[src/rtl/tafpp_pkg.sv]
package tafpp_pkg;

  // Internal CORDIC datapath width; the front end shifts every difference left
  // by a fixed amount that puts the top bit of its magnitude field at bit 59.
  localparam int DATA_W = 64;
  localparam int FIXED_POINT_TOP = 59;

  // Angle accumulator in units of 2^-18 degree; the sum of all table
  // entries stays well below 2^26.
  localparam int ACC_W = 27;

  // Output angle in units of 1/1024 degree.
  localparam int ANGLE_W = 17;
  localparam int ROUND_SHIFT = 8;
  localparam logic [ANGLE_W-1:0] ANGLE_MAX = 17'd92160;

  typedef logic signed [DATA_W-1:0] cdata_t;
  typedef logic signed [ACC_W-1:0] angle_acc_t;

  // Flags decided at the front end and carried down the pipeline.
  typedef struct packed {
    logic nearer;    // first point has the smaller depth
    logic degen;     // the two points coincide
    logic vertical;  // planar distance zero, depth difference not zero
    logic flat;      // depth difference zero
  } side_t;

  // atan(2^-i) in degrees, units of 2^-18 degree, rounded to nearest.
  function automatic angle_acc_t atan_entry(input logic [4:0] idx);
    angle_acc_t val;
    case (idx)
      5'd0:    val = 27'sd11796480;
      5'd1:    val = 27'sd6963869;
      5'd2:    val = 27'sd3679517;
      5'd3:    val = 27'sd1867780;
      5'd4:    val = 27'sd937515;
      5'd5:    val = 27'sd469214;
      5'd6:    val = 27'sd234664;
      5'd7:    val = 27'sd117339;
      5'd8:    val = 27'sd58671;
      5'd9:    val = 27'sd29335;
      5'd10:   val = 27'sd14668;
      5'd11:   val = 27'sd7334;
      5'd12:   val = 27'sd3667;
      5'd13:   val = 27'sd1833;
      5'd14:   val = 27'sd917;
      5'd15:   val = 27'sd458;
      5'd16:   val = 27'sd229;
      5'd17:   val = 27'sd115;
      5'd18:   val = 27'sd57;
      5'd19:   val = 27'sd29;
      5'd20:   val = 27'sd14;
      5'd21:   val = 27'sd7;
      5'd22:   val = 27'sd4;
      5'd23:   val = 27'sd2;
      5'd24:   val = 27'sd1;
      default: val = 27'sd0;
    endcase
    return val;
  endfunction

endpackage

[src/rtl/tafpp_front.sv]
module tafpp_front #(
  parameter int COORD_WIDTH = 24
) (
  input  logic                          clk,
  input  logic                          rst,
  input  logic                          en,
  input  logic                          in_valid,
  input  logic signed [COORD_WIDTH-1:0] first_x,
  input  logic signed [COORD_WIDTH-1:0] first_y,
  input  logic signed [COORD_WIDTH-1:0] first_z,
  input  logic signed [COORD_WIDTH-1:0] second_x,
  input  logic signed [COORD_WIDTH-1:0] second_y,
  input  logic signed [COORD_WIDTH-1:0] second_z,
  output logic                          v,
  output tafpp_pkg::cdata_t             px,
  output tafpp_pkg::cdata_t             py,
  output tafpp_pkg::cdata_t             pz,
  output tafpp_pkg::side_t              side
);
  import tafpp_pkg::*;

  localparam int DW   = COORD_WIDTH + 1;
  localparam int FRAC = FIXED_POINT_TOP - COORD_WIDTH;

  logic signed [DW-1:0] dx, dy, dz;
  logic [DW-1:0]        adx, ady, adz;
  logic                 planar_zero, depth_zero;
  cdata_t               px_next, py_next, pz_next;
  side_t                side_next;

  always_comb begin
    dx = {first_x[COORD_WIDTH-1], first_x} - {second_x[COORD_WIDTH-1], second_x};
    dy = {first_y[COORD_WIDTH-1], first_y} - {second_y[COORD_WIDTH-1], second_y};
    dz = {first_z[COORD_WIDTH-1], first_z} - {second_z[COORD_WIDTH-1], second_z};
    adx = dx[DW-1] ? DW'(-dx) : DW'(dx);
    ady = dy[DW-1] ? DW'(-dy) : DW'(dy);
    adz = dz[DW-1] ? DW'(-dz) : DW'(dz);
    px_next = $signed({{(DATA_W-DW){1'b0}}, adx}) <<< FRAC;
    py_next = $signed({{(DATA_W-DW){1'b0}}, ady}) <<< FRAC;
    pz_next = $signed({{(DATA_W-DW){1'b0}}, adz}) <<< FRAC;
    planar_zero = (dx == '0) && (dy == '0);
    depth_zero  = (dz == '0);
    side_next.nearer   = first_z < second_z;
    side_next.degen    = planar_zero && depth_zero;
    side_next.vertical = planar_zero && !depth_zero;
    side_next.flat     = depth_zero;
  end

  always_ff @(posedge clk) begin
    if (rst) begin
      v <= 1'b0;
    end else if (en) begin
      v <= in_valid;
    end
  end

  always_ff @(posedge clk) begin
    if (en) begin
      px   <= px_next;
      py   <= py_next;
      pz   <= pz_next;
      side <= side_next;
    end
  end

endmodule

[config.mk]
export PLATFORM = sky130hd
export DESIGN_NAME = tafpp_front
export DESIGN_NICKNAME = d
export VERILOG_FILES = /design/src/rtl/tafpp_pkg.sv /design/src/rtl/tafpp_front.sv
export SDC_FILE = /design/constraint.sdc
export NUM_CORES = 1
export LEC_CHECK = 0
export BUFFER_PORTS_ARGS = -buffer_cell sky130_fd_sc_hd__buf_2
export CORE_MARGIN = 2
export CORE_UTILIZATION = 40
export CTS_BUF_LIST = sky130_fd_sc_hd__clkbuf_4 sky130_fd_sc_hd__clkbuf_8
export DETAILED_ROUTE_END_ITERATION = 7
export PLACE_DENSITY = 0.78
export SYNTH_ARGS = -nofsm -noshare
export SYNTH_HDL_FRONTEND = slang
export SYNTH_SLANG_ARGS = --single-unit
[constraint.sdc]
create_clock -name clk -period 7.31 [get_ports clk]
set_input_delay 0.3655 -clock clk [delete_from_list [all_inputs] [get_ports clk]]
set_output_delay 0.3655 -clock clk [all_outputs]
set_load 0.01 [all_outputs]
Word level (Yosys, flattened, before mapping)
Index checks and enable logic that the tools add are counted.
- register bits after elaboration: 80
- bits of input ports: 148
- output and inout port bits: 197
- logic and storage cells: 28
- add/subtract/negate cells: 6
- order comparisons: 1
- mux-type cells: 3
- reduce and logical (&&, ||, !) cells: 7
- operators by type and width (cell ; number):
    $logic_not 25->1 ; 3
    $neg 25->25 ; 3
    $sub 24x24->25 ; 3
    $mux 24 ; 3
    $lt 24x24->1 ; 1
    $logic_and 1x1->1 ; 3
    $logic_not 1->1 ; 1

Logic depth before layout (Yosys ltp)
- word-level depth: 4
- gate-level depth with buffers: 14

Worst setup path after synthesis
No wires, ideal clock.
- path kind: input-to-reg
- start: in first_x[0]
- end: reg side[1] (netlist name) (data pin)
- setup time: 0.150 ns
- data arrival time: 3.552 ns
- required time: 7.160 ns
- slack: 3.607 ns
- stages on the path: 12
- path buffers: 0
- path through: inv_1 ha_1 fa_1 nor2b_1 o211ai_1 a211oi_1 nor2_1 xnor2_1 or4_4 or4_4 or4_4 nor3_2
- RTL lines (what ; line ; RTL):
    start, declared ; tafpp_front.sv:8 ; input logic signed [COORD_WIDTH-1:0] first_x,
    end signal, assigned ; tafpp_front.sv:62 ; side <= side_next;
    end, declared ; tafpp_front.sv:18 ; output tafpp_pkg::side_t side

==> reports/metrics.csv <==
metric;value;unit
worst skew pair latency;0.36;ns
most common cell after layout, fill and taps aside;buf_2;
CTS Buffer Depth;2;
# clock sinks;80;
first-pass GRT wire length;39.3;mm
die width;159;um
via count;8925;
CTS tree;yes;
Switching Fraction;39.6;%
Crit-path slowest cell;a31oi_2;
Setup Buffers After CTS;0;
number of fillers in the final layout;2336;
Leak Pwr;4.89;nW
most frequent cells in the layout;buf_2 (226), conb_1 (117), inv_1 (92);
final WL;25.2;mm
final hold vios;0;
Avg Inst Size Synth;8.20;sq um
Yosys top cell area share;24.5;%
flop-to-flop setup slack;6.68;ns
dpl hpwl;20.8;mm
Gate power share;46.6;%
internal power;1.21;mW
CP max stage delay;0.88;ns
I/O Buffers;227;
Worst setup SP type;primary input;
CP cell instances;buf_2 > inv_1 > ha_1 > fa_1 > nor2b_1 > o211ai_1 > a211oi_1 > o211ai_1 > a21o_1 > a31oi_2 > or4b_1 > inv_2 > nor3_2;
RSZ-0062 raised after global routing;no;
grt ovf;0;
Worst setup EP type;register;
total CTS buffers;9;
largest net degree at the start of global routing;81;
Post-Synthesis Cells;1179;
Reg clk slew, reported paths;0.09;ns
total core area;23600;sq um
Clock Root Buffer;clkbuf_8;
Worst Hold Class;primary input to register;
Final Setup Violations;0;
Worst VDD drop;99.0;uV
total track usage;18.7;%
diodes inserted;0;
Crit path top cell by count;o211ai_1;
routability cong.;0.893;
Area Growth Syn to Fin;12.1;%
Setup CP Type;primary input to register;
Netlist cell types;77;
yosys warns;0;
Initial DRT Pass Iterations;5;
synthesized cell area;9670;sq um
fin crit period;3.96;ns
ANT nets after route;0;
top cell type by total area after synthesis;edfxtp_1;
Initial Util;40.9;%
initial antenna violation count;0;
Final period util;54.1;%
number of DRC markers in iteration 0;568;
Req. time, crit path;7.43;ns
# IOs;345;
Layout Nets;1599;
die area;25400;sq um
Seq/Total Area, Yosys;24.8;%
layout cell share with drive strength beyond 1;19.6;%
switching pwr;0.791;mW
Least-Margin Pin Slew;1.11;ns
placed insts;1680;
Max-Cap Viols;0;
ys async rst share;0;%
Total Neg Setup Slack;0;ns
WL/cell;14.8;um
sequential power share;33.7;%
reg2reg path depth;2;
final routed DRC violation total;0;
synthesis-stage register bit count;80;
vias in the first global route;8011;
via/cell ratio;5.26;
cts repair resizes;0;
Max Freq;253;MHz
Layout Skew;0;ns
htree depth;3;
Synth area leaders;edfxtp_1 (25%), ha_1 (9.8%), buf_4 (9.1%);
crit path DAT;4.07;ns
Final Non-Filler Cells;1696;
relative slew slack;26.1;%
Clk pwr share;19.7;%
Pwr Density;184;nW/um^2
die height;159;um
status;completed;
crit path max fanout;25;
CTS Hold Bufs;0;
num rows;56;
Top FF cell, synth;edfxtp_1;
post-route cell area;10800;sq um
EDFF count, synth;79;
Placed Area;10600;sq um
hold-critical path depth;2;
Final Max Tran Viols;0;
utilization after layout;45.9;%
-- power by group through the flow --
stage | Clock, mW | Combinational [mW] | Sequential, mW
final | 0.393 | 0.932 | 0.674
after global routing | 0.422 | 1.02 | 0.684
after CTS | 0.410 | 0.928 | 0.675
after detailed placement | 0 | 0.924 | 0.685
after global placement | 0 | 0.912 | 0.686
after floorplan | 0 | 0.634 | 0.727
-- flip-flops by register name (all words and copies together) (netlist names) --
name,count
pz,25
v,1
py,25
px,25
side,4
-- area by class of cell --
class	instances	area, sq um	share of cell area [%]
clock inverter	7	114	1.05
timing repair buffer	228	1150	10.6
inverter	93	349	3.22
clock buffer	9	124	1.14
sequential	80	2390	22.1
multi-input combinational	960	6310	58.2
tap	319	399	3.68
-- critical path, delay by kind of cell --
| kind | cells | cell delay [ns] |
|---|---|---|
| adders and majority gates | 2 | 0.63 |
| buffers and inverters | 3 | 0.20 |
| AOI/OAI and AO/OA | 5 | 1.95 |
| and+or+nand+nor | 3 | 0.91 |
-- synth_stat cells, drive strengths merged, types with 11 or more instances --
cell type	n
a211oi	15
nand3	28
and2	12
nor3	27
and3	12
or3	11
xor2	39
nor2	76
a21o	24
o21ai	59
clkbuf	41
xnor2	75
o31ai	14
edfxtp	79
nand2	82
buf	121
nand4	15
ha	76
a21oi	83
inv	93
o211ai	14
a31oi	24
nor2b	14
-- logic make-up (layout without fill, tap and decap cells) --
kind of cell               after synthesis  in the layout  share of synthesized area, %
and+or+nand+nor                        340            340                          18.3
AOI/OAI and AO/OA                      303            303                          20.8
buffers and inverters                  255            337                          14.6
xor gates and xnor gates               114            114                          10.3
DFF                                     80             80                          24.8
adders and majority gates               79             79                          10.5
muxes                                    7              7                         0.725
other                                    1            117                        0.0388
-- per-stage QoR --
stage	hold WS, ns	total power, mW	setup slack (ns)
final	0.156	2.00	3.35
after global routing	0.141	2.13	3.04
after CTS	0.129	2.01	3.31
after detailed placement	0.537	1.61	2.90
after global placement	0.525	1.60	3.00
after floorplan	0.438	1.36	3.61
-- worst paths after layout --
kind,start,to
hold reg to reg,v,v
setup reg to reg,v,v
hold / removal,rst,v
setup / recovery,first_z[0],side[1]
-- per-layer routing --
metal	GRT usage, %	part of all wire, %	up-vias
met3	3.62	7.0	31
li1	-	-	4421
met4	4.63	1.8	0
met5	0	0	-
met1	22.5	41	4093
met2	34.2	50	380
Power figures use the tool's default switching activity.
