==> src/rtl/tafpp_pkg.sv <==
package tafpp_pkg;

  // Internal CORDIC datapath width; the front end shifts every difference left
  // by a fixed amount that puts the top bit of its magnitude field at bit 59.
  localparam int DATA_W = 64;
  localparam int FIXED_POINT_TOP = 59;

  // Angle accumulator in units of 2^-18 degree; the sum of all table
  // entries stays well below 2^26.
  localparam int ACC_W = 27;

  // Output angle in units of 1/1024 degree.
  localparam int ANGLE_W = 17;
  localparam int ROUND_SHIFT = 8;
  localparam logic [ANGLE_W-1:0] ANGLE_MAX = 17'd92160;

  typedef logic signed [DATA_W-1:0] cdata_t;
  typedef logic signed [ACC_W-1:0] angle_acc_t;

  // Flags decided at the front end and carried down the pipeline.
  typedef struct packed {
    logic nearer;    // first point has the smaller depth
    logic degen;     // the two points coincide
    logic vertical;  // planar distance zero, depth difference not zero
    logic flat;      // depth difference zero
  } side_t;

  // atan(2^-i) in degrees, units of 2^-18 degree, rounded to nearest.
  function automatic angle_acc_t atan_entry(input logic [4:0] idx);
    angle_acc_t val;
    case (idx)
      5'd0:    val = 27'sd11796480;
      5'd1:    val = 27'sd6963869;
      5'd2:    val = 27'sd3679517;
      5'd3:    val = 27'sd1867780;
      5'd4:    val = 27'sd937515;
      5'd5:    val = 27'sd469214;
      5'd6:    val = 27'sd234664;
      5'd7:    val = 27'sd117339;
      5'd8:    val = 27'sd58671;
      5'd9:    val = 27'sd29335;
      5'd10:   val = 27'sd14668;
      5'd11:   val = 27'sd7334;
      5'd12:   val = 27'sd3667;
      5'd13:   val = 27'sd1833;
      5'd14:   val = 27'sd917;
      5'd15:   val = 27'sd458;
      5'd16:   val = 27'sd229;
      5'd17:   val = 27'sd115;
      5'd18:   val = 27'sd57;
      5'd19:   val = 27'sd29;
      5'd20:   val = 27'sd14;
      5'd21:   val = 27'sd7;
      5'd22:   val = 27'sd4;
      5'd23:   val = 27'sd2;
      5'd24:   val = 27'sd1;
      default: val = 27'sd0;
    endcase
    return val;
  endfunction

endpackage

==> src/rtl/tafpp_back.sv <==
module tafpp_back (
  input  logic                             clk,
  input  logic                             rst,
  input  logic                             v_in,
  input  tafpp_pkg::angle_acc_t            acc_in,
  input  tafpp_pkg::side_t                 side_in,
  input  logic                             out_stall,
  output logic                             en,
  output logic                             out_valid,
  output logic [tafpp_pkg::ANGLE_W-1:0]    tilt_angle,
  output logic                             first_nearer,
  output logic                             degenerate
);
  import tafpp_pkg::*;

  localparam int SUM_W = ACC_W + 1;
  localparam int RND_W = SUM_W - ROUND_SHIFT;

  logic signed [SUM_W-1:0] sum;
  logic [RND_W-1:0]        rounded;
  logic [ANGLE_W-1:0]      angle_next;

  logic                    skid_valid;
  logic [ANGLE_W-1:0]      skid_angle;
  logic                    skid_nearer;
  logic                    skid_degen;
  logic                    take_new;
  logic                    to_skid;

  always_comb begin
    sum     = {acc_in[ACC_W-1], acc_in} + SUM_W'(1 << (ROUND_SHIFT - 1));
    rounded = sum[SUM_W-1:ROUND_SHIFT];
    if (side_in.degen || side_in.flat) begin
      angle_next = '0;
    end else if (side_in.vertical) begin
      angle_next = ANGLE_MAX;
    end else if (acc_in[ACC_W-1] || (acc_in == '0)) begin
      angle_next = '0;
    end else if (rounded > RND_W'(ANGLE_MAX)) begin
      angle_next = ANGLE_MAX;
    end else begin
      angle_next = rounded[ANGLE_W-1:0];
    end
  end

  // The pipeline advances whenever the skid register is empty.
  assign en       = !skid_valid;
  assign take_new = !skid_valid && v_in && (!out_valid || !out_stall);
  assign to_skid  = !skid_valid && v_in && out_valid && out_stall;

  always_ff @(posedge clk) begin
    if (rst) begin
      out_valid  <= 1'b0;
      skid_valid <= 1'b0;
    end else if (skid_valid) begin
      if (!out_stall) begin
        skid_valid <= 1'b0;
      end
    end else if (take_new) begin
      out_valid <= 1'b1;
    end else if (to_skid) begin
      skid_valid <= 1'b1;
    end else if (!out_stall) begin
      out_valid <= 1'b0;
    end
  end

  always_ff @(posedge clk) begin
    if (skid_valid && !out_stall) begin
      tilt_angle   <= skid_angle;
      first_nearer <= skid_nearer;
      degenerate   <= skid_degen;
    end else if (take_new) begin
      tilt_angle   <= angle_next;
      first_nearer <= side_in.nearer;
      degenerate   <= side_in.degen;
    end
    if (to_skid) begin
      skid_angle  <= angle_next;
      skid_nearer <= side_in.nearer;
      skid_degen  <= side_in.degen;
    end
  end

endmodule

==> config.mk <==
export PLATFORM = sky130hd
export DESIGN_NAME = tafpp_back
export DESIGN_NICKNAME = d
export VERILOG_FILES = /design/src/rtl/tafpp_pkg.sv /design/src/rtl/tafpp_back.sv
export SDC_FILE = /design/constraint.sdc
export NUM_CORES = 1
export LEC_CHECK = 0
export BUFFER_PORTS_ARGS = -buffer_cell sky130_fd_sc_hd__buf_2
export CAP_MARGIN = 20
export CORE_MARGIN = 4
export CORE_UTILIZATION = 58
export DETAILED_ROUTE_END_ITERATION = 10
export GPL_TIMING_DRIVEN = 0
export PLACE_DENSITY = 0.89
export SLEW_MARGIN = 20
export SYNTH_ARGS = -nofsm -noshare
export SYNTH_HDL_FRONTEND = slang
export SYNTH_SLANG_ARGS = --single-unit
export TNS_END_PERCENT = 30
==> constraint.sdc <==
create_clock -name clk -period 6.9 [get_ports clk]
set_input_delay 0.69 -clock clk [delete_from_list [all_inputs] [get_ports clk]]
set_output_delay 0.69 -clock clk [all_outputs]
set_load 0.01 [all_outputs]
# ---- Word-level counts from Yosys, hierarchy flattened
# Cells that the tools add are included.
dict set report totals {
  ff_bits 40
  latch_bits 0
  ramBits 0
  rom_bits 0
  out_inout_bits 21
  wordCells 44
  n_memories 0
}
dict set report op_classes {
  add_sub_neg 1
  mul 0
  div_mod_pow 0
  order_cmp 1
  eq_ne 2
  shift 0
  mux 17
  bitwise 1
  n_reduce_logical 14
}
# operator count
set ops {}
lappend ops {{$mux 17} 6}
lappend ops {{$add 27x9->28 const B} 1}
lappend ops {{$logic_not 27->1} 1}
lappend ops {{$gt 20x17->1 const B} 1}
lappend ops {{$mux 1} 11}
lappend ops {{$logic_and 1x1->1} 5}
lappend ops {{$logic_not 1->1} 3}
lappend ops {{$logic_or 1x1->1} 3}
lappend ops {{$reduce_and 3->1} 1}
lappend ops {{$ne 2x1->1 const B} 1}
lappend ops {{$ne 2x2->1 const B} 1}
lappend ops {{$reduce_bool 2->1} 1}
lappend ops {{$not 1->1} 1}

# ---- Depth between registers and ports, before layout
dict set report logic_depth {
  ltp_word 8
  mapped_depth 9
  ltp_nobuf 8
}

# ---- Worst setup path after synthesis
# Ideal clock, no wire load.
dict set report synth_path {
  path_kind {input-to-reg}
  from {input port acc_in[17]}
  to {register tilt_angle[9] (netlist name) (data pin)}
  t_arrival_ps 2501
  slack_ps 4234
  stages 9
  n_path_buf 2
  cell_sequence {buf_2 -> nand4_1 -> nor4_2 -> xor2_1 -> o31a_1 -> o211ai_2 -> o211ai_2 -> buf_6 -> o31ai_2}
}
dict set report synth_between {
  elab_chain_len 8
}
# element line_no
set synth_lines {}
lappend synth_lines {{from (decl)} tafpp_back.sv:5} ;# input tafpp_pkg::angle_acc_t acc_in,
lappend synth_lines {{$add 27x9->28} tafpp_back.sv:31} ;# sum = {acc_in[ACC_W-1], acc_in} + SUM_W'(1 << (ROUND_SHIFT - 1));
lappend synth_lines {{$gt 20x17->1} tafpp_back.sv:39} ;# end else if (rounded > RND_W'(ANGLE_MAX)) begin
lappend synth_lines {{$mux 17} tafpp_back.sv:39}
lappend synth_lines {{$mux 17 (*)} tafpp_back.sv:37} ;# end else if (acc_in[ACC_W-1] || (acc_in == '0)) begin
lappend synth_lines {{$mux 17 (*)} tafpp_back.sv:35} ;# end else if (side_in.vertical) begin
lappend synth_lines {{$mux 17 (*)} tafpp_back.sv:33} ;# if (side_in.degen || side_in.flat) begin
lappend synth_lines {{$mux 17 (*)} tafpp_back.sv:73} ;# end else if (take_new) begin
lappend synth_lines {{$mux 17 (*)} tafpp_back.sv:69} ;# if (skid_valid && !out_stall) begin
lappend synth_lines {{to (signal assigned)} tafpp_back.sv:70} ;# tilt_angle <= skid_angle;
lappend synth_lines {{to (signal assigned)} tafpp_back.sv:74} ;# tilt_angle <= angle_next;
lappend synth_lines {{to (decl)} tafpp_back.sv:10} ;# output logic [tafpp_pkg::ANGLE_W-1:0] tilt_angle,
# Mark *: on every way between the ends. The rest lies on a longest branch, timed or not. The select of a mux whose other input is x is not followed.
# A chain may end at the register's enable or synchronous reset.

# ---- Worst setup path after layout
dict set report layout_path {
  from {input port acc_in[8]}
  to {register tilt_angle[3] (netlist name) (data pin)}
}
# The elaborated chain is that of the path after synthesis.

==> summary.txt <==
Outcome
  – Status: completed

Timing
  – Setup violators final: 0
  – RSZ-0062 raised after global routing: no
  – Fmax: 367 MHz
  – Worst slew pin tran: 961 ps
  – Post-Route Skew: 9.50 ps
  – Fin Setup TNS: 0 ps
  – WHS: 510 ps
  – Minimum clock period: 2730 ps
  – Hold Vio Cnt, Final: 0
  – Fin crit share: 0.395
  – Pins Over Slew Limit: 0
  – Slew margin rel.: 0.359

Placed design
  – Placed Area: 0.00274 mm2
  – # placed instances: 332
  – Port bufs: 44
  – Final estimated routing congestion in global placement: 0.905
  – HPWL after DPL: 3820 um

Global routing
  – Initial antenna violation count: 0
  – First-pass GRT wire length: 8460 um
  – Largest net degree at the start of global routing: 21
  – Vias in the first global route: 1812
  – GR Overflow Total: 0
  – GR Util All Layers: 0.204

Cells and area
  – Commonest non-fill, non-tap cell in the layout: buf_2
  – Layout area overhead: 15.3%
  – Post-route cell area: 0.00283 mm2
  – Fin util: 0.698
  – Nets: 325
  – Fill cell count: 295
  – # diodes: 0
  – Fin cells: 340
  – Share of post-route cells with drive strength above 1: 0.290
  – Most frequent cells in the layout: buf_2 (49), edfxtp_1 (38), nand2_1 (33)

Pwr
  – Leak pwr: 1.03 nW
  – Pwr Density: 183 mW/mm2
  – Worst VDD drop: 0.102 mV

Setup path
  – Critical Path End Type: flop
  – Crit Path Max Fanout: 10
  – WP data required: 7020 ps
  – Element type at the critical path start: primary input
  – CP startpoint: acc_in[8]
  – CP Class: in -> reg
  – Max stage delay cell, worst path: and4_1
  – Worst EP arrival: 2850 ps
  – Crit path largest cell delay: 330 ps
  – FF-to-FF Start: skid_valid$_SDFF_PP0_
  – Cell mode on critical path: o211ai_2
  – Crit-path leading delay family: simple AND/OR/NAND/NOR gates
  – Crit path buf inv count: 2
  – Critical path, cell by cell: buf_2, ha_1, and4_1, nand4_2, a21boi_1, nand4b_1, o211ai_2, o211ai_2, buf_6, o31ai_2

CTS
  – CTS Buffer Depth: 2
  – Register clock-pin slew on the reported worst setup and hold paths: 80 ps
  – Root Buffer: clkbuf_8
  – CTS H-tree depth: 2
  – Num CTS Buffers: 5
  – Clk_lat worst skew: 300 ps
  – Post CTS Setup Buffer Count: 0
  – CTS tree: done
  – PostCTS Resize Cnt: 0
  – Hold-fix buffers at CTS: 0
  – Sink Count: 40

Floorplanning
  – IO Count: 56
  – Die Width: 73.1 um
  – Chip Height: 73.1 um
  – FP Rows: 23
  – Core area: 0.00406 mm2
  – Die ar.: 0.00534 mm2
  – Initial Util: 0.605

Drt
  – DRT iter0 DRCs: 147
  – Drt drc: 0
  – Drt wl/cell: 15.1 um
  – Routed vias/inst: 5.91
  – Routed WL: 5140 um
  – Drt pass-1 iters: 4
  – Vias: 2010
  – Antenna Nets Post-Route: 0

Logic synthesis
  – #FFs+latches synth: 40
  – Post-synth design cell area: 0.00245 mm2
  – Synth async-reset ratio: 0
  – Unique masters post-synth: 52
  – Post-synth EDFFs: 38
  – Syn nets: 274
  – Mapped Cells: 238
  – Seq/Total Area, Yosys: 0.481
  – Ys Warns: 0
  – Top FF cell, synth: edfxtp_1
  – Synthesized area per cell: 10.3 um2

Worst hold path
  – HP Start: skid_degen$_DFFE_PP_
  – Worst hold path class: reg -> reg

Flow run
  – Max cap viols: 0
## power by group
| part | total [mW] | switching [mW] | internal [mW] |
|---|---|---|---|
| sequential | 0.281 | 0.00311 | 0.278 |
| clock | 0.162 | 0.0823 | 0.0798 |
| combinational | 0.0748 | 0.0466 | 0.0282 |
## final cells by class
class / count / area, um2 / area share
Multi-Input combinational cell: 176 / 1150 / 0.408
Clock inverter: 2 / 10.0 / 0.00354
Sequential cell: 40 / 1180 / 0.417
Buffer: 18 / 104 / 0.0367
Inverter: 4 / 15.0 / 0.00531
Timing Repair Buffer: 44 / 220 / 0.0778
Tap cell: 50 / 62.6 / 0.0221
Clock buffer: 6 / 82.6 / 0.0292
## tightest hold or removal path, stage by stage (launching register included)
cell and delay (ps):
edfxtp_1 330, nand2_1 50, nand2_1 50
## synthesized netlist by cell type (2+ instances only)
cell      number  area (um2)
edfxtp_1      38        1140
nand2_1       33         124
nor2_1        24        90.1
nand3_1        9        45.0
o31ai_2        9         113
xnor2_1        9        78.8
nor3_1         8        40.0
nor4_1         8        50.1
o21ai_0        8        40.0
a21oi_1        7        35.0
xor2_1         7        61.3
clkbuf_1       6        22.5
and3_1         5        31.3
and4_1         5        43.8
buf_2          5        25.0
a31oi_1        4        25.0
buf_4          4        30.0
inv_1          4        15.0
o31ai_1        4        30.0
a31oi_2        2        25.0
a41oi_1        2        17.5
buf_6          2        22.5
dfxtp_1        2        40.0
nand4_2        2        25.0
nand4b_1       2        17.5
o211ai_2       2        25.0
o21a_1         2        15.0
## per-stage QoR
stage	power [mW]	worst slack, ps
6_report	0.518	4170
5_1_grt	0.535	4000
4_1_cts	0.517	4200
3_5_place_dp	0.361	3900
3_3_place_gp	0.358	3950
2_1_floorplan	0.333	4230
## path summary, 6_finish.rpt
kind                                                 to  slack (ps)  cells after the start
worst max-delay path            tilt_angle[3]$_DFFE_PP_        4170                     10
worst min-delay path               degenerate$_DFFE_PP_         510                      2
worst max register to register  tilt_angle[9]$_DFFE_PP_        4830                      4
worst min register to register     degenerate$_DFFE_PP_         510                      2
## state kept, by name, indices dropped and copies added, names as in the netlist
name,flops
degenerate,1
first_nearer,1
out_valid,1
skid_angle,17
skid_degen,1
skid_nearer,1
skid_valid,1
tilt_angle,17
## logic make-up (layout without fill, tap and decap cells)
group | count (synthesis) | in the layout | share of synthesized area
and+or+nand+nor | 108 | 108 | 0.239
xor gates and xnor gates | 16 | 16 | 0.0571
buffers and inverters | 22 | 74 | 0.0484
DFF | 40 | 40 | 0.481
AOI/OAI and AO/OA | 50 | 50 | 0.165
muxes | 1 | 1 | 0.00459
adders and majority gates | 1 | 1 | 0.00510
## routing by layer
layer,part of all wire,routed length (um),vias up,GRT usage
met2,0.47,2410,78,0.321
li1,-,-,996,-
met3,0.068,351,5,0.0386
met4,0.017,89,0,0.0799
met1,0.44,2280,931,0.279
met5,0,0,-,0
(Power assumes the default switching activity.)
