File: src/rtl/tafpp_pkg.sv
package tafpp_pkg;

  // Internal CORDIC datapath width; the front end shifts every difference left
  // by a fixed amount that puts the top bit of its magnitude field at bit 59.
  localparam int DATA_W = 64;
  localparam int FIXED_POINT_TOP = 59;

  // Angle accumulator in units of 2^-18 degree; the sum of all table
  // entries stays well below 2^26.
  localparam int ACC_W = 27;

  // Output angle in units of 1/1024 degree.
  localparam int ANGLE_W = 17;
  localparam int ROUND_SHIFT = 8;
  localparam logic [ANGLE_W-1:0] ANGLE_MAX = 17'd92160;

  typedef logic signed [DATA_W-1:0] cdata_t;
  typedef logic signed [ACC_W-1:0] angle_acc_t;

  // Flags decided at the front end and carried down the pipeline.
  typedef struct packed {
    logic nearer;    // first point has the smaller depth
    logic degen;     // the two points coincide
    logic vertical;  // planar distance zero, depth difference not zero
    logic flat;      // depth difference zero
  } side_t;

  // atan(2^-i) in degrees, units of 2^-18 degree, rounded to nearest.
  function automatic angle_acc_t atan_entry(input logic [4:0] idx);
    angle_acc_t val;
    case (idx)
      5'd0:    val = 27'sd11796480;
      5'd1:    val = 27'sd6963869;
      5'd2:    val = 27'sd3679517;
      5'd3:    val = 27'sd1867780;
      5'd4:    val = 27'sd937515;
      5'd5:    val = 27'sd469214;
      5'd6:    val = 27'sd234664;
      5'd7:    val = 27'sd117339;
      5'd8:    val = 27'sd58671;
      5'd9:    val = 27'sd29335;
      5'd10:   val = 27'sd14668;
      5'd11:   val = 27'sd7334;
      5'd12:   val = 27'sd3667;
      5'd13:   val = 27'sd1833;
      5'd14:   val = 27'sd917;
      5'd15:   val = 27'sd458;
      5'd16:   val = 27'sd229;
      5'd17:   val = 27'sd115;
      5'd18:   val = 27'sd57;
      5'd19:   val = 27'sd29;
      5'd20:   val = 27'sd14;
      5'd21:   val = 27'sd7;
      5'd22:   val = 27'sd4;
      5'd23:   val = 27'sd2;
      5'd24:   val = 27'sd1;
      default: val = 27'sd0;
    endcase
    return val;
  endfunction

endpackage

File: src/rtl/tafpp_angle_step.sv
module tafpp_angle_step #(
  parameter int STEP = 0
) (
  input  logic                  clk,
  input  logic                  rst,
  input  logic                  en,
  input  logic                  v_in,
  input  tafpp_pkg::cdata_t     x_in,
  input  tafpp_pkg::cdata_t     y_in,
  input  tafpp_pkg::angle_acc_t acc_in,
  input  tafpp_pkg::side_t      side_in,
  output logic                  v,
  output tafpp_pkg::cdata_t     x,
  output tafpp_pkg::cdata_t     y,
  output tafpp_pkg::angle_acc_t acc,
  output tafpp_pkg::side_t      side
);
  import tafpp_pkg::*;

  cdata_t     x_next, y_next;
  angle_acc_t acc_next;
  angle_acc_t step_angle;

  always_comb begin
    step_angle = atan_entry(5'(STEP));
    if (!y_in[DATA_W-1]) begin
      x_next   = x_in + (y_in >>> STEP);
      y_next   = y_in - (x_in >>> STEP);
      acc_next = acc_in + step_angle;
    end else begin
      x_next   = x_in - (y_in >>> STEP);
      y_next   = y_in + (x_in >>> STEP);
      acc_next = acc_in - step_angle;
    end
  end

  always_ff @(posedge clk) begin
    if (rst) begin
      v <= 1'b0;
    end else if (en) begin
      v <= v_in;
    end
  end

  always_ff @(posedge clk) begin
    if (en) begin
      x    <= x_next;
      y    <= y_next;
      acc  <= acc_next;
      side <= side_in;
    end
  end

endmodule

File: config.mk
export PLATFORM = sky130hd
export DESIGN_NAME = tafpp_angle_step
export DESIGN_NICKNAME = d
export VERILOG_FILES = /design/src/rtl/tafpp_pkg.sv /design/src/rtl/tafpp_angle_step.sv
export SDC_FILE = /design/constraint.sdc
export NUM_CORES = 1
export LEC_CHECK = 0
export ABC_AREA = 1
export ABC_CLOCK_PERIOD_IN_PS = 4740
export BUFFER_PORTS_ARGS = -buffer_cell sky130_fd_sc_hd__buf_2
export CORE_MARGIN = 2
export CORE_UTILIZATION = 35
export CTS_CLUSTER_DIAMETER = 50
export DETAILED_ROUTE_END_ITERATION = 16
export PLACE_DENSITY = 0.63
export SLEW_MARGIN = 20
export SYNTH_ARGS = -nofsm -noshare
export SYNTH_HDL_FRONTEND = slang
export SYNTH_SLANG_ARGS = --single-unit
File: constraint.sdc
create_clock -name clk -period 4.74 [get_ports clk]
set_input_delay 0.474 -clock clk [delete_from_list [all_inputs] [get_ports clk]]
set_output_delay 0.474 -clock clk [all_outputs]
set_load 0.05 [all_outputs]
# ---- Word-level counts from Yosys, hierarchy flattened
# Cells that the tools add are included.
dict set report classes {
  addsub 5
  muxes 3
}
# cell count
set op_table {}
lappend op_table {{$mux W64} 2}
lappend op_table {{$sub A64 B64 Y64} 2}
lappend op_table {{$add A64 B64 Y64} 1}
lappend op_table {{$add A27 B25 Y27 const B} 1}
lappend op_table {{$mux W27} 1}
lappend op_table {{$sub A27 B25 Y27 const B} 1}
dict set report word_totals {
  ff_bits 160
  output_inout_bits 160
}

# ---- Depth between registers and ports, before layout
# Gate-level depths: netlist of run 1.
dict set report depth {
  word_depth 2
  depth_mapped 19
}

# ---- Worst setup path before layout of run 1
# OpenSTA, ideal clock, no wires.
dict set report synth_timing {
  path_type {input-to-reg}
  from {input port y_in[63]}
  to {register acc[26], data pin}
  setup_time_ns 0.258
  t_arrival_ns 2.384
  required_ns 4.482
  setup_slack_ns 2.098
  cell_stages 15
  n_path_buf 3
  cell_sequence {clkbuf_1 -> inv_2 -> clkbuf_1 -> buf_2 -> ha_1 -> a21oi_1 -> o21ai_0 -> nand2_1 -> nand2_1 -> a21oi_1 -> nor2_1 -> nor2_1 -> nor2_1 -> o21ai_0 -> nand2_1}
}
dict set report synth_via {
  elab_chain_len 1
}
# element line
set synth_rtl {}
lappend synth_rtl {{start, declared} tafpp_angle_step.sv:9} ;# input tafpp_pkg::cdata_t y_in,
lappend synth_rtl {{$mux W27} tafpp_angle_step.sv:26} ;# if (!y_in[DATA_W-1]) begin
lappend synth_rtl {{via acc_next[26]} tafpp_angle_step.sv:21} ;# angle_acc_t acc_next;
lappend synth_rtl {{end signal, assigned} tafpp_angle_step.sv:49} ;# acc <= acc_next;
lappend synth_rtl {{end, declared} tafpp_angle_step.sv:15} ;# output tafpp_pkg::angle_acc_t acc,
# The timed path passes the listed nets, and every way through them passes these cells.
# A chain may end at the register's enable or synchronous reset.

# ---- Worst setup path in the final report of run 1
dict set report layout_timing {
  from {input port y_in[0]}
  to {register y[56], data pin}
}
dict set report layout_via {
  elab_chain_len 2
}
# element line
set layout_rtl {}
lappend layout_rtl {{$sub A64 B64 Y64 / $add A64 B64 Y64 (equally long branches)} {tafpp_angle_step.sv:28, tafpp_angle_step.sv:32}}
lappend layout_rtl {{$mux W64 *} tafpp_angle_step.sv:26}
lappend layout_rtl {{via y_next[56]} tafpp_angle_step.sv:20} ;# cdata_t x_next, y_next;
lappend layout_rtl {{end signal, assigned} tafpp_angle_step.sv:48} ;# y <= y_next;
lappend layout_rtl {{end, declared} tafpp_angle_step.sv:14} ;# output tafpp_pkg::cdata_t y,
# Mark *: on every way through the listed nets, which the timed path passes. The rest lies on a longest branch.

==> results of run 1 <==
worst reg2reg max path: cells and delay by family (launching register included):
kind	cells	cell delay, ps
flip-flops	1	310
AND/OR/NAND/NOR	1	50
multiplexers	1	120
synthesized netlist by cell type (6+ instances only):
cell      count
nor3_1        8
nand2_4       6
o21ai_0     125
buf_6        11
a21oi_2      12
xor2_1       54
o21ai_1      19
nor2_2       48
nand3_2      12
nor3_2       18
clkbuf_1     16
buf_2        28
o22ai_1      12
a21oi_1     186
nand4_1      42
edfxtp_1    158
inv_2        40
nand2_1    1414
o21bai_1     30
nand2_2      35
nor2_4       14
buf_4        33
inv_1       783
a31oi_1       6
nand3_1     310
ha_1        197
nor2_1      232
cells by family after synthesis:
family / count (synthesis) / synth area share [%]
xor gates and xnor gates: 56 / 2.137
buffers and inverters: 914 / 16.01
adders and majority gates: 201 / 11.09
and+or+nand+nor: 2156 / 40.34
muxes: 1 / 0.04361
AOI/OAI and AO/OA: 405 / 9.626
DFF: 159 / 20.76
power by group:
part           internal (mW)  leakage [nW]  switching (mW)
clock                  0.793         0.292           0.758
sequential              1.80          1.55          0.0717
combinational          0.857          12.7            2.61
total                   3.45          14.6            3.44
final cells by class:
type	count	area (um2)	share of cell area [%]
diodes	2	5.005	0.01943
multi-input cells	2819	14520	56.37
clock inverters	14	172.7	0.6705
well taps	855	1070	4.154
inverters	824	3098	12.03
repair buffers	331	1700	6.603
clock buffers	17	425.4	1.652
flip-flops and latches	159	4765	18.50
sequential cells by signal, summed over array words and instances, names as in the netlist:
| name | cells |
|---|---|
| acc | 27 |
| y | 63 |
| x | 64 |
| side | 4 |
| v | 1 |
per-layer routing:
| metal | wire [um] | vias to the layer above | GRT usage, % |
|---|---|---|---|
| met1 | 39970 | 11400 | 36.05 |
| met5 | 14 | - | 0 |
| met3 | 8477 | 190 | 4.532 |
| met2 | 41020 | 1214 | 42.94 |
| met4 | 4515 | 4 | 13.11 |
| li1 | - | 12480 | - |
worst paths after layout:
path	cells after the start	from	end
max	16	y_in[0]	y[56]$_DFFE_PP_
min	2	rst	v$_SDFFE_PP0P_
max reg2reg	2	v$_SDFFE_PP0P_	v$_SDFFE_PP0P_
min reg2reg	2	v$_SDFFE_PP0P_	v$_SDFFE_PP0P_
==> results.toml, run 1 <==
[floorplanning]
top_level_ports = 323
placeableCoreArea_mm2 = 0.06470
number_of_placement_rows = 93
die_h_um = 260.1
die_area_mm2 = 0.06765
initial_core_utilization_pct = 35.48
die_x_um = 260.1

[sta]
setup_repair_after_global_routing_missed_its_margin = "false"
whs_ps = 137.2
total_negative_setup_slacks_ps = 0
min_period_ps = 2857
finalCritPeriodShare_pct = 60.27
report.final.hold_viol_count = 0
post-route-worst-setup-slack_ps = 1883
fmax_mhz = 350.0
worstMarginPinSlew_ps = 930.4
final_max_slew_viol_count = 0
fin_skew_ps = 0
timing.final.setup_violations = 0
relSlewSlack_pct = 37.97

[routing]
via_density_per_instance = 5.037
routed_wl_mm = 94.00
first_pass_iters = 7
final_antenna_net_count = 0
post-route-drc-count = 0
dr_total_vias = 25290
per_cell_routed_wire_length_um = 18.72
drt_first_iter_violations = 2769

[synth]
yosys_register_bits = 159
yosys_warnings = 0
synth.cell_area_mm2 = 0.02296
synth_top_cell_by_area = "nand2_1"
synth_cell_type_count = 46
synth.net_count = 4256
async_reset_ff_share_pct = 0
synth_sequential_area_ratio_pct = 20.76
ys_top_cells_by_area = "nand2_1 23%, edfxtp_1 21%, inv_1 13%"
synthDominantCellAreaShare_pct = 23.12
syn-instance-count = 3892
synth-edff-count = 158
avgSynthCellArea_um2 = 5.898
synth_top_flop_cell = "edfxtp_1"

[setup_path]
crit_path_top_delay_cell = "fa_1"
critPathCaptureType = "register"
crit_buf_inv = 3
timing.critical_path.slowest_cell_delay_ps = 430
worstSetupStartpointType = "primary input"
ff2ff_setup_slack_ps = 4160
cp_data_arrival_time_ps = 3090
critical_path_cell_list = "buf_2, inv_1, ha_1, fa_1, inv_1, nand2_1, nand3_1, nand2_1, nand2_1, nand2_1, nand3_2, nand2_1, nand3_1, nand2_1, nand3_1, nand2_1"
crit_path_max_fanout = 5
cp_top_family = "simple AND/OR/NAND/NOR gates"
timing.critical_path.mode_cell = "nand2_1"
worstPathRequired_ps = 4980
timing.setup.critical_path_class = "in -> reg"

[worst_hold_path]
hp-class = "in -> reg"

[cts]
cts.sinks = 159
cts.hold.buffers_added = 0
clkSlewWorstSetupHoldPaths_ps = 80
clockRootBuffer = "clkbuf_16"
cts.repair.resized = 0
cts_setup_buffers = 0
ctsHtreeMaxLevel = 4
clockBufferDepth = 2
insertion_delay_ps = 490
cts_tree = "yes"
cts_buffers = 17

[placement]
detailed_place_hpwl_mm = 79.49
routabilityCongestion = 1.060
port-buffer-count = 322
number_of_cells_in_the_design_after_placement = 4988
placed_area_mm2 = 0.02515
pre_cts_slack_ps = 1480

[power]
p_leak_nw = 14.56
ir_worst_vdd_mv = 0.2049
p_total_mw = 6.886
pwr_density_cell_mw_per_mm2 = 267.4

[cells_and_area]
finish.net_count = 4516
finalCoreUtilization_pct = 39.80
areaGrowthSynthToFinish_pct = 12.18
most_common_cell_after_layout_fill_and_taps_aside = "nand2_1"
post_layout_nonfiller_instances = 5021
share_of_layout_cells_above_drive_strength_1_pct = 13.38
layout_common_cells = "1414 x nand2_1, 783 x inv_1, 320 x buf_2, 310 x nand3_1, 232 x nor2_1"
finalInstanceArea_mm2 = 0.02575
filler_cell_count = 7302

[grt]
globalRoute.totalOverflow = 0
gr-usage-all-layers_pct = 27.22
grt_start_max_net_pins = 82
via_count_of_the_first_global_routing_pass = 23420
antenna_violations_before_repair = 3
grt_pass1_wl_mm = 137.6

[status]
status = "complete, no violations"

[flow_run]
maxCapViolCount = 0
(Power assumes the default switching activity.)
==> run 2: changes to the inputs <==
- ABC_AREA: 1 -> 0
- ABC_CLOCK_PERIOD_IN_PS: 4740 -> 2510
- PLACE_DENSITY: 0.63 -> 0.67
- clock period: 4.74 -> 2.51 ns (I/O delays scaled with it)
==> results.toml, run 2 <==
[status]
status = "finished with violations"
violations_in_the_final_reports = "negative setup slack"

[power]
ir_worst_vdd_mv = 0.4732
p_total_mw = 14.73
p_leak_nw = 13.37
pwr_density_cell_mw_per_mm2 = 501.7

[flow_run]
maxCapViolCount = 0

[synth]
yosys_register_bits = 159
synth_adder_area_share_pct = 14.79
ys_top_cells_by_area = "edfxtp_1 28%, ha_1 14%, a21oi_1 8.3%"
synthDominantCellAreaShare_pct = 27.57
synth_top_flop_cell = "edfxtp_1"
synth_cell_type_count = 82
syn-instance-count = 2098
synth_top_cell_by_area = "edfxtp_1"
yosys_warnings = 0
post-synth-top-count-cell = "a21oi_1"
synth_top_cells_by_count = "286 x a21oi_1, 210 x inv_1, 197 x ha_1, 165 x nor2_1, 158 x edfxtp_1"
synth.net_count = 2462
synth_sequential_area_ratio_pct = 27.69
avgSynthCellArea_um2 = 8.203
synth.cell_area_mm2 = 0.01721
synth_top_family_by_area = "compound AO/OA/AOI/OAI gates"
synth.area.mux_share_pct = 1.818
area_fraction_in_compound_gates_after_synthesis_pct = 27.51
async_reset_ff_share_pct = 0
synth-edff-count = 158
yosys.area_share.simple_pct = 14.42
synthXorXnorAreaFrac_pct = 6.667

[routing]
dr_total_vias = 20900
post-route-drc-count = 0
via_density_per_instance = 5.371
first_pass_iters = 5
final_antenna_net_count = 0
routed_wl_mm = 80.35
drt_first_iter_violations = 1903
per_cell_routed_wire_length_um = 20.65

[grt]
globalRoute.totalOverflow = 0
via_count_of_the_first_global_routing_pass = 20710
antenna_violations_before_repair = 5
grt_pass1_wl_mm = 119.1
gr-usage-all-layers_pct = 30.66
grt_start_max_net_pins = 132

[setup_path]
timing.setup.critical_path_class = "in -> reg"
worstReg2RegEnd = "v$_SDFFE_PP0P_"
cp_data_arrival_time_ps = 3170
timing.rr.start = "v$_SDFFE_PP0P_"
crit_path_max_fanout = 5
worstSetupStartpointType = "primary input"
critical_path_cell_list = "buf_12, inv_12, ha_4, fa_2, nand3b_1, a211oi_2, o211ai_1, a311oi_2, nor2_2, o31a_1, o21bai_2, a211o_1, o21ai_2, xnor2_1"
crit_path_top_delay_cell = "a311oi_2"
timing.critical_path.slowest_cell_delay_ps = 430
worst_setup_path_startpoint = "y_in[0]"
worstPathRequired_ps = 2770
worst-r2r-cell-count = 3
ff2ff_setup_slack_ps = 1340
critPathCaptureType = "register"

[cells_and_area]
flip_flop_count_of_the_largest_register_after_layout = 64
reg.largest.list = "x: 64 flops, y: 63 flops, acc: 27 flops"
finalCoreUtilization_pct = 60.23
antenna_cells_inserted = 0
most_common_cell_after_layout_fill_and_taps_aside = "buf_4"
largest_register = "x"
filler_cell_count = 4242
share_of_layout_cells_above_drive_strength_1_pct = 49.27
areaGrowthSynthToFinish_pct = 70.61
finalInstanceArea_mm2 = 0.02936
layout_common_cells = "785 x buf_4, 298 x buf_2, 215 x a21oi_1, 185 x inv_1, 158 x edfxtp_1"
finish.net_count = 3578

[sta]
finalCritPeriodShare_pct = 115.8
min_period_ps = 2907
report.final.hold_viol_count = 0
total_negative_setup_slacks_ps = -11410
relSlewSlack_pct = 44.90
fin_skew_ps = 0
fmax_mhz = 344.0
post-route-worst-setup-slack_ps = -397.0
worstMarginPinSlew_ps = 826.4
timing.final.setup_violations = 62
setup_repair_after_global_routing_missed_its_margin = "true"
whs_ps = 61.51
final_max_slew_viol_count = 0

[cts]
cts_tree = "yes"
cts_buffers = 17
ctsHtreeMaxLevel = 4
insertion_delay_ps = 490
clockBufferDepth = 2
clockRootBuffer = "clkbuf_16"
clkSlewWorstSetupHoldPaths_ps = 80
cts.sinks = 159

[floorplanning]
top_level_ports = 323
number_of_placement_rows = 81
placeableCoreArea_mm2 = 0.04875
die_x_um = 225.7
die_area_mm2 = 0.05096
initial_core_utilization_pct = 35.30
die_h_um = 225.7

[placement]
port-buffer-count = 322
detailed_place_hpwl_mm = 64.17
placed_area_mm2 = 0.02579
routabilityCongestion = 0.9973

[worst_hold_path]
min_delay_worst_endpoint = "acc[18]$_DFFE_PP_"
hp-start = "acc_in[18]"
hp-class = "in -> reg"
whs_path_depth = 2
[run 2: cell count changes in the layout (fill, tap and decap cells not counted), moves of 42 or more]
cell     before  now
xnor2_1       2  113
buf_6         1   59
nand2_1    1414   99
inv_1       783  185
xor2_1       54    9
nand3_1     310   28
nor2_1      232  149
a21oi_2      12   55
ha_1        197  155
buf_4         9  785
[run 2: kinds of logic (layout without fill, tap and decap cells)]
logic type      after synthesis  count (layout)
mux                          31              31
xor+xnor                    131             131
flops                       159             159
fa+ha+maj                   201             201
buf+inv                     314            1443
compound gates              751             751
simple gates                511             511
[run 2: what timing repair did]
action	in CTS	in global routing
hold buffers	24	0
hold endpoints to repair	23	0
pin swaps	121	137
setup endpoints to repair	98	85
resized for setup	257	237
buffers inserted	42	45
[run 2: worst max-delay path by stage]
stage | end | slack [ps] | depth (start not counted)
final | y[52]$_DFFE_PP_ | -400 | 14
after global routing | y[58]$_DFFE_PP_ | -460 | 15
after CTS | y[63]$_DFFE_PP_ | -310 | 16
after detailed placement | y[44]$_DFFE_PP_ | -1100 | 14
after global placement | y[44]$_DFFE_PP_ | -1060 | 14
after floorplan | y[59]$_DFFE_PP_ | -340 | 13
[run 2: power breakdown]
part | internal, mW | switching, mW | total [mW] | leakage, nW
Clock | 1.39 | 1.31 | 2.70 | 0.279
Combinational | 3.36 | 5.01 | 8.37 | 11.5
Sequential | 3.49 | 0.169 | 3.66 | 1.55
Total | 8.24 | 6.49 | 14.7 | 13.4
[run 2: final cells by class]
| type | instances | area [um2] | area share [%] |
|---|---|---|---|
| Clock buffer | 17 | 425.4 | 1.449 |
| Clock inverter | 15 | 153.9 | 0.5242 |
| Inverter | 224 | 903.4 | 3.077 |
| Multi-Input combinational cell | 1625 | 13630 | 46.42 |
| Sequential cell | 159 | 4765 | 16.23 |
| Tap cell | 664 | 830.8 | 2.830 |
| Timing Repair Buffer | 1187 | 8655 | 29.48 |
[run 2: worst max-delay path, delay by kind of cell]
| kind | cells | cell delay (ps) |
|---|---|---|
| buf+inv | 2 | 130 |
| fa+ha+maj | 2 | 490 |
| xor+xnor | 1 | 140 |
| compound gates | 7 | 1840 |
| simple gates | 2 | 310 |
[run 2: layer usage]
metal	wire length [um]	track usage (%)	vias to the layer above
li1	-	-	9824
met1	34260	39.96	10060
met2	38210	51.29	847
met3	5193	4.827	159
met4	2636	10.85	8
met5	49	0	-
[run 2: per-stage QoR]
| stage | worst slack [ps] | instances |
|---|---|---|
| after floorplan | -342.4 | 2098 |
| after global placement | -1059 | 3763 |
| after detailed placement | -1105 | 3763 |
| after CTS | -310.7 | 3854 |
| after global routing | -458.3 | 3891 |
| final | -397.0 | 3891 |
